File: config.mk
export PLATFORM = sky130hd
export DESIGN_NAME = glv_scalar_joint_recode
export DESIGN_NICKNAME = d
export VERILOG_FILES = /design/src/hw/rtl/gsjr_pkg.sv /design/src/hw/rtl/gsjr_dp.sv /design/src/hw/rtl/gsjr_ctrl.sv /design/src/hw/rtl/glv_scalar_joint_recode.sv
export SDC_FILE = /design/constraint.sdc
export NUM_CORES = 2
export LEC_CHECK = 0
export ABC_CLOCK_PERIOD_IN_PS = 19200
export BUFFER_PORTS_ARGS = -buffer_cell sky130_fd_sc_hd__buf_4
export CORE_MARGIN = 2
export CORE_UTILIZATION = 33
export DETAILED_ROUTE_END_ITERATION = 8
export GPL_TIMING_DRIVEN = 0
export SLEW_MARGIN = 20
export SYNTH_ARGS = -nofsm -noshare
export SYNTH_HDL_FRONTEND = slang
export SYNTH_SLANG_ARGS = --single-unit
File: constraint.sdc
create_clock -name clk -period 19.2 [get_ports clk]
set_input_delay 4.8 -clock clk [delete_from_list [all_inputs] [get_ports clk]]
set_output_delay 4.8 -clock clk [all_outputs]
set_load 0.01 [all_outputs]
File: src/hw/rtl/gsjr_pkg.sv
// Shared types and constants for the scalar split and joint recoder.
`timescale 1ns / 1ps
package gsjr_pkg;

    localparam int SCALAR_BITS_DEF = 64;
    localparam int DIGITS_DEF      = 64;
    localparam int ACC_W           = 136;
    localparam int Y_W             = 97;
    localparam int DIV_BITS        = 96;
    localparam int COEF_W          = 33;
    localparam int PART_W          = 64;
    localparam int REC_CAP         = 80;
    localparam int CNT_W           = 7;
    localparam int POS_W           = 6;
    localparam int CFG_IDX_W       = 2;

    typedef enum logic [CFG_IDX_W-1:0] {
        CFG_BASIS_A     = 2'd0,
        CFG_BASIS_B     = 2'd1,
        CFG_GROUP_ORDER = 2'd2
    } cfg_idx_t;

    typedef enum logic [3:0] {
        OP_NOP,
        OP_LOAD_K,
        OP_MAC_INIT,
        OP_MAC_STEP,
        OP_DIV_INIT,
        OP_DIV_STEP,
        OP_DIV_FIX,
        OP_SAVE_PART,
        OP_REC_LOAD,
        OP_REC_STEP,
        OP_SINGLE
    } dp_op_t;

    typedef enum logic [1:0] {
        COEF_SUM,
        COEF_A,
        COEF_B
    } coef_sel_t;

    typedef enum logic [1:0] {
        MULT_K,
        MULT_Y1,
        MULT_Y2
    } mult_sel_t;

    typedef enum logic [1:0] {
        ACC_CLEAR,
        ACC_LOAD_K,
        ACC_KEEP
    } acc_mode_t;

    typedef struct packed {
        dp_op_t     op;
        coef_sel_t  coef_sel;
        mult_sel_t  mult_sel;
        acc_mode_t  acc_mode;
        logic       sub;
        logic       msb;
        logic       sel_second;
        logic       emit;
        logic [POS_W-1:0] pos;
        logic       last;
        logic       no_digits;
        logic       overflow;
    } dp_cmd_t;

    typedef struct packed {
        logic parts_fit;
        logic parts_zero;
        logic rec_zero;
    } dp_stat_t;

endpackage

File: src/hw/rtl/gsjr_dp.sv
// Datapath: serial multiply-accumulate, restoring divider, and joint digit recoder.
`timescale 1ns / 1ps
module gsjr_dp
    import gsjr_pkg::*;
#(
    parameter int SCALAR_BITS = SCALAR_BITS_DEF
)
(
    input  logic                clk,
    input  logic                rst_n,
    input  dp_cmd_t             cmd,
    input  logic [63:0]         scalar,
    input  logic [31:0]         basis_a,
    input  logic [31:0]         basis_b,
    input  logic [63:0]         group_order,
    output dp_stat_t            stat,
    output logic                strobe,
    output logic signed [1:0]   digit_first,
    output logic signed [1:0]   digit_second,
    output logic [POS_W-1:0]    position,
    output logic                last,
    output logic                no_digits,
    output logic                overflow
);

    logic [SCALAR_BITS-1:0] k_reg;
    logic [ACC_W-1:0]       acc_reg;
    logic [ACC_W-1:0]       mul_reg;
    logic [COEF_W-1:0]      cf_reg;
    logic                   sub_reg;
    logic [DIV_BITS-1:0]    dv_reg;
    logic [PART_W-1:0]      rm_reg;
    logic                   neg_reg;
    logic [Y_W-1:0]         y1_reg;
    logic [Y_W-1:0]         y2_reg;
    logic [PART_W-1:0]      k1_reg;
    logic [PART_W-1:0]      k2_reg;
    logic                   fit1_reg;
    logic                   fit2_reg;
    logic [PART_W-1:0]      p1_reg;
    logic [PART_W-1:0]      p2_reg;

    logic                   strobe_reg;
    logic                   strobe_next;
    logic [1:0]             df_reg;
    logic [1:0]             ds_reg;
    logic [POS_W-1:0]       pos_reg;
    logic                   last_reg;
    logic                   nd_reg;
    logic                   ov_reg;

    logic [COEF_W-1:0]      coef_sum;
    logic [COEF_W-1:0]      coef_mux;
    logic [ACC_W-1:0]       mult_mux;
    logic                   mac_neg;
    logic [ACC_W-1:0]       mac_sum;
    logic [ACC_W-1:0]       acc_mag;
    logic [PART_W:0]        rm_shift;
    logic                   rm_ge;
    logic [PART_W:0]        rm_sub;
    logic [Y_W-1:0]         q_ext;
    logic [Y_W-1:0]         q_adj;
    logic [Y_W-1:0]         y_fix;
    logic                   acc_fit;
    logic                   neg1;
    logic                   neg2;
    logic [1:0]             dig1;
    logic [1:0]             dig2;
    logic [PART_W-1:0]      p1_next;
    logic [PART_W-1:0]      p2_next;

    assign coef_sum = {basis_a[31], basis_a} + {basis_b[31], basis_b};

    always_comb
    begin
        case (cmd.coef_sel)
            COEF_SUM: coef_mux = coef_sum;
            COEF_A:   coef_mux = {basis_a[31], basis_a};
            COEF_B:   coef_mux = {basis_b[31], basis_b};
            default:  coef_mux = '0;
        endcase
    end

    always_comb
    begin
        case (cmd.mult_sel)
            MULT_K:  mult_mux = {{(ACC_W-SCALAR_BITS){1'b0}}, k_reg};
            MULT_Y1: mult_mux = {{(ACC_W-Y_W){y1_reg[Y_W-1]}}, y1_reg};
            MULT_Y2: mult_mux = {{(ACC_W-Y_W){y2_reg[Y_W-1]}}, y2_reg};
            default: mult_mux = '0;
        endcase
    end

    // The top coefficient bit carries negative weight.
    assign mac_neg = sub_reg ^ cmd.msb;
    assign mac_sum = acc_reg + (mul_reg ^ {ACC_W{mac_neg}}) + ACC_W'(mac_neg);

    assign acc_mag = acc_reg[ACC_W-1] ? (~acc_reg + ACC_W'(1)) : acc_reg;

    assign rm_shift = {rm_reg, dv_reg[DIV_BITS-1]};
    assign rm_ge    = rm_shift >= {1'b0, group_order};
    assign rm_sub   = rm_shift - {1'b0, group_order};

    // Floor rounding: a negative dividend with a remainder steps one further down.
    assign q_ext = {1'b0, dv_reg};
    assign q_adj = q_ext + Y_W'(rm_reg != '0);
    assign y_fix = neg_reg ? (~q_adj + Y_W'(1)) : q_ext;

    assign acc_fit = (&acc_reg[ACC_W-1:PART_W-1]) | ~(|acc_reg[ACC_W-1:PART_W-1]);

    always_comb
    begin
        neg1 = 1'b0;
        neg2 = 1'b0;
        if (p1_reg[0] && p2_reg[0])
        begin
            neg1 = p1_reg[1];
            neg2 = p2_reg[1];
        end
        else if ((p1_reg[0] != p2_reg[0]) && (p1_reg[1] != p2_reg[1]))
        begin
            neg1 = p1_reg[0];
            neg2 = p2_reg[0];
        end
        dig1 = p1_reg[0] ? (neg1 ? 2'b11 : 2'b01) : 2'b00;
        dig2 = p2_reg[0] ? (neg2 ? 2'b11 : 2'b01) : 2'b00;
        p1_next = {p1_reg[PART_W-1], p1_reg[PART_W-1:1]} + PART_W'(neg1);
        p2_next = {p2_reg[PART_W-1], p2_reg[PART_W-1:1]} + PART_W'(neg2);
    end

    assign stat.parts_fit  = fit1_reg & fit2_reg;
    assign stat.parts_zero = (k1_reg == '0) && (k2_reg == '0);
    assign stat.rec_zero   = (p1_reg == '0) && (p2_reg == '0);

    assign strobe_next = ((cmd.op == OP_REC_STEP) && cmd.emit) || (cmd.op == OP_SINGLE);

    always_ff @(posedge clk or negedge rst_n)
    begin
        if (!rst_n)
        begin
            strobe_reg <= 1'b0;
        end
        else
        begin
            strobe_reg <= strobe_next;
        end
    end

    always_ff @(posedge clk)
    begin
        case (cmd.op)
            OP_LOAD_K:
            begin
                k_reg <= scalar[SCALAR_BITS-1:0];
            end
            OP_MAC_INIT:
            begin
                cf_reg  <= coef_mux;
                mul_reg <= mult_mux;
                sub_reg <= cmd.sub;
                case (cmd.acc_mode)
                    ACC_CLEAR:  acc_reg <= '0;
                    ACC_LOAD_K: acc_reg <= {{(ACC_W-SCALAR_BITS){1'b0}}, k_reg};
                    default:    acc_reg <= acc_reg;
                endcase
            end
            OP_MAC_STEP:
            begin
                if (cf_reg[0])
                begin
                    acc_reg <= mac_sum;
                end
                mul_reg <= {mul_reg[ACC_W-2:0], 1'b0};
                cf_reg  <= {1'b0, cf_reg[COEF_W-1:1]};
            end
            OP_DIV_INIT:
            begin
                neg_reg <= acc_reg[ACC_W-1];
                dv_reg  <= acc_mag[DIV_BITS-1:0];
                rm_reg  <= '0;
            end
            OP_DIV_STEP:
            begin
                rm_reg <= rm_ge ? rm_sub[PART_W-1:0] : rm_shift[PART_W-1:0];
                dv_reg <= {dv_reg[DIV_BITS-2:0], rm_ge};
            end
            OP_DIV_FIX:
            begin
                if (cmd.sel_second)
                begin
                    y2_reg <= y_fix;
                end
                else
                begin
                    y1_reg <= y_fix;
                end
            end
            OP_SAVE_PART:
            begin
                if (cmd.sel_second)
                begin
                    k2_reg   <= acc_reg[PART_W-1:0];
                    fit2_reg <= acc_fit;
                end
                else
                begin
                    k1_reg   <= acc_reg[PART_W-1:0];
                    fit1_reg <= acc_fit;
                end
            end
            OP_REC_LOAD:
            begin
                p1_reg <= k1_reg;
                p2_reg <= k2_reg;
            end
            OP_REC_STEP:
            begin
                p1_reg   <= p1_next;
                p2_reg   <= p2_next;
                df_reg   <= dig1;
                ds_reg   <= dig2;
                pos_reg  <= cmd.pos;
                last_reg <= cmd.last;
                nd_reg   <= 1'b0;
                ov_reg   <= 1'b0;
            end
            OP_SINGLE:
            begin
                df_reg   <= 2'b00;
                ds_reg   <= 2'b00;
                pos_reg  <= '0;
                last_reg <= 1'b1;
                nd_reg   <= cmd.no_digits;
                ov_reg   <= cmd.overflow;
            end
            default:
            begin
                acc_reg <= acc_reg;
            end
        endcase
    end

    assign strobe       = strobe_reg;
    assign digit_first  = df_reg;
    assign digit_second = ds_reg;
    assign position     = pos_reg;
    assign last         = last_reg;
    assign no_digits    = nd_reg;
    assign overflow     = ov_reg;

endmodule

File: src/hw/rtl/gsjr_ctrl.sv
// Controller: sequences the split, the digit count pass and the emit pass.
`timescale 1ns / 1ps
module gsjr_ctrl
    import gsjr_pkg::*;
#(
    parameter int DIGITS = DIGITS_DEF
)
(
    input  logic     clk,
    input  logic     rst_n,
    input  logic     start,
    input  logic     group_zero,
    input  dp_stat_t stat,
    output logic     busy,
    output dp_cmd_t  cmd
);

    typedef enum logic [4:0] {
        S_IDLE, S_MUL1_INIT, S_MUL1, S_DIV1_INIT, S_DIV1, S_FIX1,
        S_MUL2_INIT, S_MUL2, S_DIV2_INIT, S_DIV2, S_FIX2,
        S_K2A_INIT, S_K2A, S_K2B_INIT, S_K2B, S_SAVE2,
        S_K1A_INIT, S_K1A, S_K1B_INIT, S_K1B, S_SAVE1,
        S_CHECK, S_COUNT, S_DECIDE, S_EMIT, S_SINGLE
    } state_t;

    state_t             state_reg;
    state_t             state_next;
    logic [CNT_W-1:0]   step_reg;
    logic [CNT_W-1:0]   step_next;
    logic [CNT_W-1:0]   cnt_reg;
    logic [CNT_W-1:0]   cnt_next;
    logic [POS_W-1:0]   idx_reg;
    logic [POS_W-1:0]   idx_next;
    logic               nd_reg;
    logic               nd_next;
    logic               ov_reg;
    logic               ov_next;
    logic               mac_done;
    logic               div_done;
    logic               emit_last;

    assign mac_done  = step_reg == CNT_W'(COEF_W - 1);
    assign div_done  = step_reg == CNT_W'(DIV_BITS - 1);
    assign emit_last = (CNT_W'(idx_reg) + CNT_W'(1)) == cnt_reg;

    always_comb
    begin
        state_next = state_reg;
        step_next  = step_reg + CNT_W'(1);
        cnt_next   = cnt_reg;
        idx_next   = idx_reg;
        nd_next    = nd_reg;
        ov_next    = ov_reg;
        cmd        = '{op: OP_NOP, coef_sel: COEF_SUM, mult_sel: MULT_K,
                       acc_mode: ACC_KEEP, default: '0};
        case (state_reg)
            S_IDLE:
            begin
                if (start)
                begin
                    cmd.op  = OP_LOAD_K;
                    nd_next = 1'b0;
                    ov_next = group_zero;
                    state_next = group_zero ? S_SINGLE : S_MUL1_INIT;
                end
            end
            S_MUL1_INIT:
            begin
                cmd.op       = OP_MAC_INIT;
                cmd.coef_sel = COEF_SUM;
                cmd.mult_sel = MULT_K;
                cmd.acc_mode = ACC_CLEAR;
                step_next    = '0;
                state_next   = S_MUL1;
            end
            S_MUL2_INIT:
            begin
                cmd.op       = OP_MAC_INIT;
                cmd.coef_sel = COEF_B;
                cmd.mult_sel = MULT_K;
                cmd.acc_mode = ACC_CLEAR;
                cmd.sub      = 1'b1;
                step_next    = '0;
                state_next   = S_MUL2;
            end
            S_K2A_INIT:
            begin
                cmd.op       = OP_MAC_INIT;
                cmd.coef_sel = COEF_SUM;
                cmd.mult_sel = MULT_Y2;
                cmd.acc_mode = ACC_CLEAR;
                cmd.sub      = 1'b1;
                step_next    = '0;
                state_next   = S_K2A;
            end
            S_K2B_INIT:
            begin
                cmd.op       = OP_MAC_INIT;
                cmd.coef_sel = COEF_B;
                cmd.mult_sel = MULT_Y1;
                cmd.sub      = 1'b1;
                step_next    = '0;
                state_next   = S_K2B;
            end
            S_K1A_INIT:
            begin
                cmd.op       = OP_MAC_INIT;
                cmd.coef_sel = COEF_SUM;
                cmd.mult_sel = MULT_Y1;
                cmd.acc_mode = ACC_LOAD_K;
                cmd.sub      = 1'b1;
                step_next    = '0;
                state_next   = S_K1A;
            end
            S_K1B_INIT:
            begin
                cmd.op       = OP_MAC_INIT;
                cmd.coef_sel = COEF_A;
                cmd.mult_sel = MULT_Y2;
                cmd.sub      = 1'b1;
                step_next    = '0;
                state_next   = S_K1B;
            end
            S_MUL1, S_MUL2, S_K2A, S_K2B, S_K1A, S_K1B:
            begin
                cmd.op  = OP_MAC_STEP;
                cmd.msb = mac_done;
                if (mac_done)
                begin
                    case (state_reg)
                        S_MUL1:  state_next = S_DIV1_INIT;
                        S_MUL2:  state_next = S_DIV2_INIT;
                        S_K2A:   state_next = S_K2B_INIT;
                        S_K2B:   state_next = S_SAVE2;
                        S_K1A:   state_next = S_K1B_INIT;
                        default: state_next = S_SAVE1;
                    endcase
                end
            end
            S_DIV1_INIT, S_DIV2_INIT:
            begin
                cmd.op     = OP_DIV_INIT;
                step_next  = '0;
                state_next = (state_reg == S_DIV1_INIT) ? S_DIV1 : S_DIV2;
            end
            S_DIV1, S_DIV2:
            begin
                cmd.op = OP_DIV_STEP;
                if (div_done)
                begin
                    state_next = (state_reg == S_DIV1) ? S_FIX1 : S_FIX2;
                end
            end
            S_FIX1:
            begin
                cmd.op     = OP_DIV_FIX;
                state_next = S_MUL2_INIT;
            end
            S_FIX2:
            begin
                cmd.op         = OP_DIV_FIX;
                cmd.sel_second = 1'b1;
                state_next     = S_K2A_INIT;
            end
            S_SAVE2:
            begin
                cmd.op         = OP_SAVE_PART;
                cmd.sel_second = 1'b1;
                state_next     = S_K1A_INIT;
            end
            S_SAVE1:
            begin
                cmd.op     = OP_SAVE_PART;
                state_next = S_CHECK;
            end
            S_CHECK:
            begin
                if (!stat.parts_fit)
                begin
                    ov_next    = 1'b1;
                    state_next = S_SINGLE;
                end
                else if (stat.parts_zero)
                begin
                    nd_next    = 1'b1;
                    state_next = S_SINGLE;
                end
                else
                begin
                    cmd.op     = OP_REC_LOAD;
                    cnt_next   = '0;
                    state_next = S_COUNT;
                end
            end
            S_COUNT:
            begin
                // Dry run: count digit pairs before any is sent.
                if (stat.rec_zero || (cnt_reg == CNT_W'(REC_CAP)))
                begin
                    state_next = S_DECIDE;
                end
                else
                begin
                    cmd.op   = OP_REC_STEP;
                    cnt_next = cnt_reg + CNT_W'(1);
                end
            end
            S_DECIDE:
            begin
                if (!stat.rec_zero || (cnt_reg > CNT_W'(DIGITS)))
                begin
                    ov_next    = 1'b1;
                    state_next = S_SINGLE;
                end
                else
                begin
                    cmd.op     = OP_REC_LOAD;
                    idx_next   = '0;
                    state_next = S_EMIT;
                end
            end
            S_EMIT:
            begin
                cmd.op   = OP_REC_STEP;
                cmd.emit = 1'b1;
                cmd.pos  = idx_reg;
                cmd.last = emit_last;
                idx_next = idx_reg + POS_W'(1);
                if (emit_last)
                begin
                    state_next = S_IDLE;
                end
            end
            S_SINGLE:
            begin
                cmd.op        = OP_SINGLE;
                cmd.no_digits = nd_reg;
                cmd.overflow  = ov_reg;
                state_next    = S_IDLE;
            end
            default:
            begin
                state_next = S_IDLE;
            end
        endcase
    end

    always_ff @(posedge clk or negedge rst_n)
    begin
        if (!rst_n)
        begin
            state_reg <= S_IDLE;
            step_reg  <= '0;
            cnt_reg   <= '0;
            idx_reg   <= '0;
            nd_reg    <= 1'b0;
            ov_reg    <= 1'b0;
        end
        else
        begin
            state_reg <= state_next;
            step_reg  <= step_next;
            cnt_reg   <= cnt_next;
            idx_reg   <= idx_next;
            nd_reg    <= nd_next;
            ov_reg    <= ov_next;
        end
    end

    assign busy = state_reg != S_IDLE;

endmodule

File: src/hw/rtl/glv_scalar_joint_recode.sv
// Split: six serial multiply-accumulates, two restoring divisions, two saves and one
// check; then a count pass, one decide state and an emit pass that sends pair i at
// position i (n pairs).
// A new scalar is taken only when idle; a zero group order goes straight to the lone flag
// beat. The shared accumulator and divider set the pace.
// Results leave one per cycle with a strobe; the receiver cannot stall them.
// Reset (rst_n low, asynchronous): idle, no strobe, a = b = 0, group order = 1.
`timescale 1ns / 1ps
module glv_scalar_joint_recode
    import gsjr_pkg::*;
#(
    parameter int SCALAR_BITS = SCALAR_BITS_DEF,
    parameter int DIGITS      = DIGITS_DEF
)
(
    input  logic                  clk,
    input  logic                  rst_n,
    input  logic                  start,
    output logic                  busy,
    input  logic [63:0]           scalar,
    input  logic                  cfg_valid,
    output logic                  cfg_ready,
    input  logic [CFG_IDX_W-1:0]  cfg_index,
    input  logic [63:0]           cfg_data,
    output logic                  strobe,
    output logic signed [1:0]     digit_first,
    output logic signed [1:0]     digit_second,
    output logic [POS_W-1:0]      position,
    output logic                  last,
    output logic                  no_digits,
    output logic                  overflow
);

    logic [31:0] basis_a_reg;
    logic [31:0] basis_b_reg;
    logic [63:0] group_order_reg;
    dp_cmd_t     cmd;
    dp_stat_t    stat;

    assign cfg_ready = 1'b1;

    always_ff @(posedge clk or negedge rst_n)
    begin
        if (!rst_n)
        begin
            basis_a_reg     <= '0;
            basis_b_reg     <= '0;
            group_order_reg <= 64'd1;
        end
        else if (cfg_valid && cfg_ready)
        begin
            case (cfg_index)
                CFG_BASIS_A:     basis_a_reg     <= cfg_data[31:0];
                CFG_BASIS_B:     basis_b_reg     <= cfg_data[31:0];
                CFG_GROUP_ORDER: group_order_reg <= cfg_data;
                default:         group_order_reg <= group_order_reg;
            endcase
        end
    end

    gsjr_ctrl #(
        .DIGITS(DIGITS)
    ) u_ctrl (
        .clk        (clk),
        .rst_n      (rst_n),
        .start      (start),
        .group_zero (group_order_reg == '0),
        .stat       (stat),
        .busy       (busy),
        .cmd        (cmd)
    );

    gsjr_dp #(
        .SCALAR_BITS(SCALAR_BITS)
    ) u_dp (
        .clk          (clk),
        .rst_n        (rst_n),
        .cmd          (cmd),
        .scalar       (scalar),
        .basis_a      (basis_a_reg),
        .basis_b      (basis_b_reg),
        .group_order  (group_order_reg),
        .stat         (stat),
        .strobe       (strobe),
        .digit_first  (digit_first),
        .digit_second (digit_second),
        .position     (position),
        .last         (last),
        .no_digits    (no_digits),
        .overflow     (overflow)
    );

`ifndef SYNTH
    a_flag_is_single: assert property (@(posedge clk) disable iff (!rst_n)
        strobe && (no_digits || overflow) |-> last && position == '0)
        else $error("flagged beat is not a lone final beat");

    a_flags_exclusive: assert property (@(posedge clk) disable iff (!rst_n)
        strobe |-> !(no_digits && overflow))
        else $error("no_digits and overflow both set");

    a_pairs_contiguous: assert property (@(posedge clk) disable iff (!rst_n)
        strobe && !last |=> strobe && position == $past(position) + 1'b1)
        else $error("digit pair beats not contiguous");

    a_start_takes: assert property (@(posedge clk) disable iff (!rst_n)
        start && !busy |=> busy || strobe)
        else $error("accepted scalar left no trace");
`endif

endmodule

==> metrics <==
Max transition margin 17.9%; drt wl/cell 23.7 um; clock latency on the worst-skew pair 0.81 ns; Max Root-Sink Buffers 3; Worst Hold Class flip-flop to flip-flop; synth top area cells edfxtp_1 (42%), xnor2_1 (5.6%), dfrtp_1 (5.5%); via count 59200; post-synthesis sequential area ratio 47.9%; antenna violations before repair 13; clock sink count 1152; total gr overflow 0; layout cell share with drive strength beyond 1 9.49%; final wirelength 246 mm; EDFF count, synth 996; worst clock skew 0.0455 ns; DRC Markers 0; fin. max-slew vios 0; synth warn 0; Setup crit start kind flip-flop; layer carrying the most global-route usage met2; Synth Register Bits 1152; Synth Cell Area 0.0706 mm2; worst-path maximum fanout 10; first-pass GRT wire length 363 mm; Top Ports 150; synthesis-to-layout area growth 14.8%; Mapped Nets 7488; ys async rst share 13.5%; Syn Area/Cell 9.94 um2; crit share post-route 54.3%; Post-CTS Hold Fix Bufs 0; endpoint class of the critical path flip-flop; GR Util met2 34.7%; # setup viols final 0; Final Hold Viols 0; Crit Path Class flip-flop to flip-flop; Final min period 10.42 ns; unrepaired setup endpoints after global routing no; Synth area leader edfxtp_1; met1 GRT Util 29.6%; met3 Track Usage GR 3.73%; fin nets 7852; most common cell in the netlist edfxtp_1; Root Driver clkbuf_16; outcome completed; Core ar. 0.212 mm2; Initial DRC Count 6306; data arrival time of the critical path 10.96 ns; Tightest Pin Transition 1.23 ns; postcts setup bufs 0; Port Buffer Count 148; Clock H-tree levels 4; cts repair resizes 0; top cell type's share of synthesized area 42.4%; CTS tree done; hpwl dp 190 mm; CTS clock-pin slew for the worst setup and hold paths 0.06 ns; max-cap violation count 0; largest net degree at the start of global routing 92; Post-Synthesis Cells 7106; GRT Util Overall 21.9%; DRT antenna net count 0; gp weighted congestion 0.981; die area 0.218 mm2; FP Rows 169; Initial Utilization 33.3%; WHS 0.489 ns; highest clock rate 96.0 MHz; Via density 5.69; Fill cells 21100; WP data required 19.75 ns; Detailed Routing Iterations Pass 1 9; Die Ht 467 um; synth cell count leaders edfxtp_1 (996), nand2_1 (809), o21ai_0 (604), nor2_1 (519), xnor2_1 (451); predominant post-synthesis flop cell edfxtp_1; vias in the first global route 56800; Distinct cells, synth 96; die width 467 um; total CTS buffers 134
[worst max-delay path, stage by stage, from the launching register on]
cell,delay [ns]
dfrtp_1,0.32
clkbuf_1,0.39
nor2b_1,0.17
nor4_1,0.77
or2_2,0.32
nand2_1,0.17
xor2_4,0.53
buf_16,0.23
clkbuf_2,0.57
buf_1,0.60
xnor2_1,0.19
ha_1,0.30
clkbuf_1,0.31
nand4_1,0.20
or4_1,0.54
nor3_1,0.50
and3_1,0.48
o211ai_1,0.46
nand3_1,0.41
a21oi_1,0.23
o31ai_1,0.88
a21oi_1,0.33
o41ai_1,0.52
a211oi_1,0.18
and4_1,0.25
a211o_1,0.27
[cells in the final DEF (no fill, tap or decap), types with 25 or more instances in the layout]
master	n
or3_1	35
nand2b_1	55
a222oi_1	101
o31ai_1	44
nand2_1	809
or2_2	35
nand3_1	176
o21bai_1	47
and4_1	30
and2_1	38
mux2i_1	25
buf_2	31
a21oi_1	411
clkbuf_1	342
inv_1	212
o21ai_0	602
or4_1	35
a31oi_1	46
a221oi_1	27
nand4_1	200
edfxtp_1	996
xor2_1	299
mux2_2	147
xnor2_1	451
nor4_1	162
o41ai_1	26
o211ai_1	28
nor3_1	128
and3_1	79
o21a_1	38
buf_4	172
nor2_1	515
a211oi_1	28
nor2b_1	48
clkbuf_16	142
dfrtp_1	155
ha_1	245
a21o_1	208
[routing by layer]
layer	part of all wire [%]	wire length (um)
met1	43	106000
met2	45	111000
met3	7.6	18700
met4	4.3	10700
met5	0.024	60
[metrics by stage]
step                worst slack [ns]  cell area, um2  std cells  setup TNS [ns]  utilization (%)
floorplan                       7.04           70600       7106               0                -
global placement              -0.452           75200      10100          -56.67             35.4
detailed placement              9.26           76500      10200               0             36.0
CTS                             9.25           81000      10400               0             38.2
global route                    8.76           81000      10400               0             38.2
finish                          8.78           81000      10400               0             38.2
[final cells by class]
| cell class | count | area [um2] | share of cell area, % |
|---|---|---|---|
| multi-input cells | 5356 | 34700 | 42.8 |
| flip-flops and latches | 1152 | 33800 | 41.7 |
| clock buffers | 165 | 3690 | 4.55 |
| well taps | 2821 | 3530 | 4.36 |
| repair buffers | 228 | 2180 | 2.69 |
| plain buffers | 385 | 1510 | 1.86 |
| clock inverters | 78 | 803 | 0.991 |
| inverters | 213 | 802 | 0.990 |
| diodes | 5 | 12.5 | 0.0154 |
[final timing paths]
kind,from,end,slack (ns),cells after the start
setup reg to reg,u_ctrl.state_reg[2],u_dp.acc_reg[134],8.78,25
max in group asynchronous,rst_n,group_order_reg[0],14.36,2
setup / recovery,u_ctrl.state_reg[2],u_dp.acc_reg[134],8.78,25
hold / removal,u_ctrl.step_reg[0],u_ctrl.step_reg[0],0.49,1
hold reg to reg,u_ctrl.step_reg[0],u_ctrl.step_reg[0],0.49,1
min in group asynchronous,rst_n,group_order_reg[32],3.97,1
[cell families (layout without fill, tap and decap cells)]
| logic type | Yosys count | count (layout) | share of synthesized area [%] |
|---|---|---|---|
| AO/OA/AOI/OAI | 1771 | 1771 | 15.9 |
| other | 1 | 6 | 0.00531 |
| flip-flops | 1152 | 1152 | 47.9 |
| AND/OR/NAND/NOR | 2412 | 2412 | 16.5 |
| multiplexers | 173 | 173 | 2.71 |
| buffers and inverters | 598 | 1069 | 3.24 |
| XOR/XNOR | 751 | 751 | 9.32 |
| adder cells (fa/ha/maj) | 248 | 248 | 4.43 |
Power is left out: the tool's default activity adds up to more than one toggle a clock period on the data nets, which glitch-free logic cannot reach.
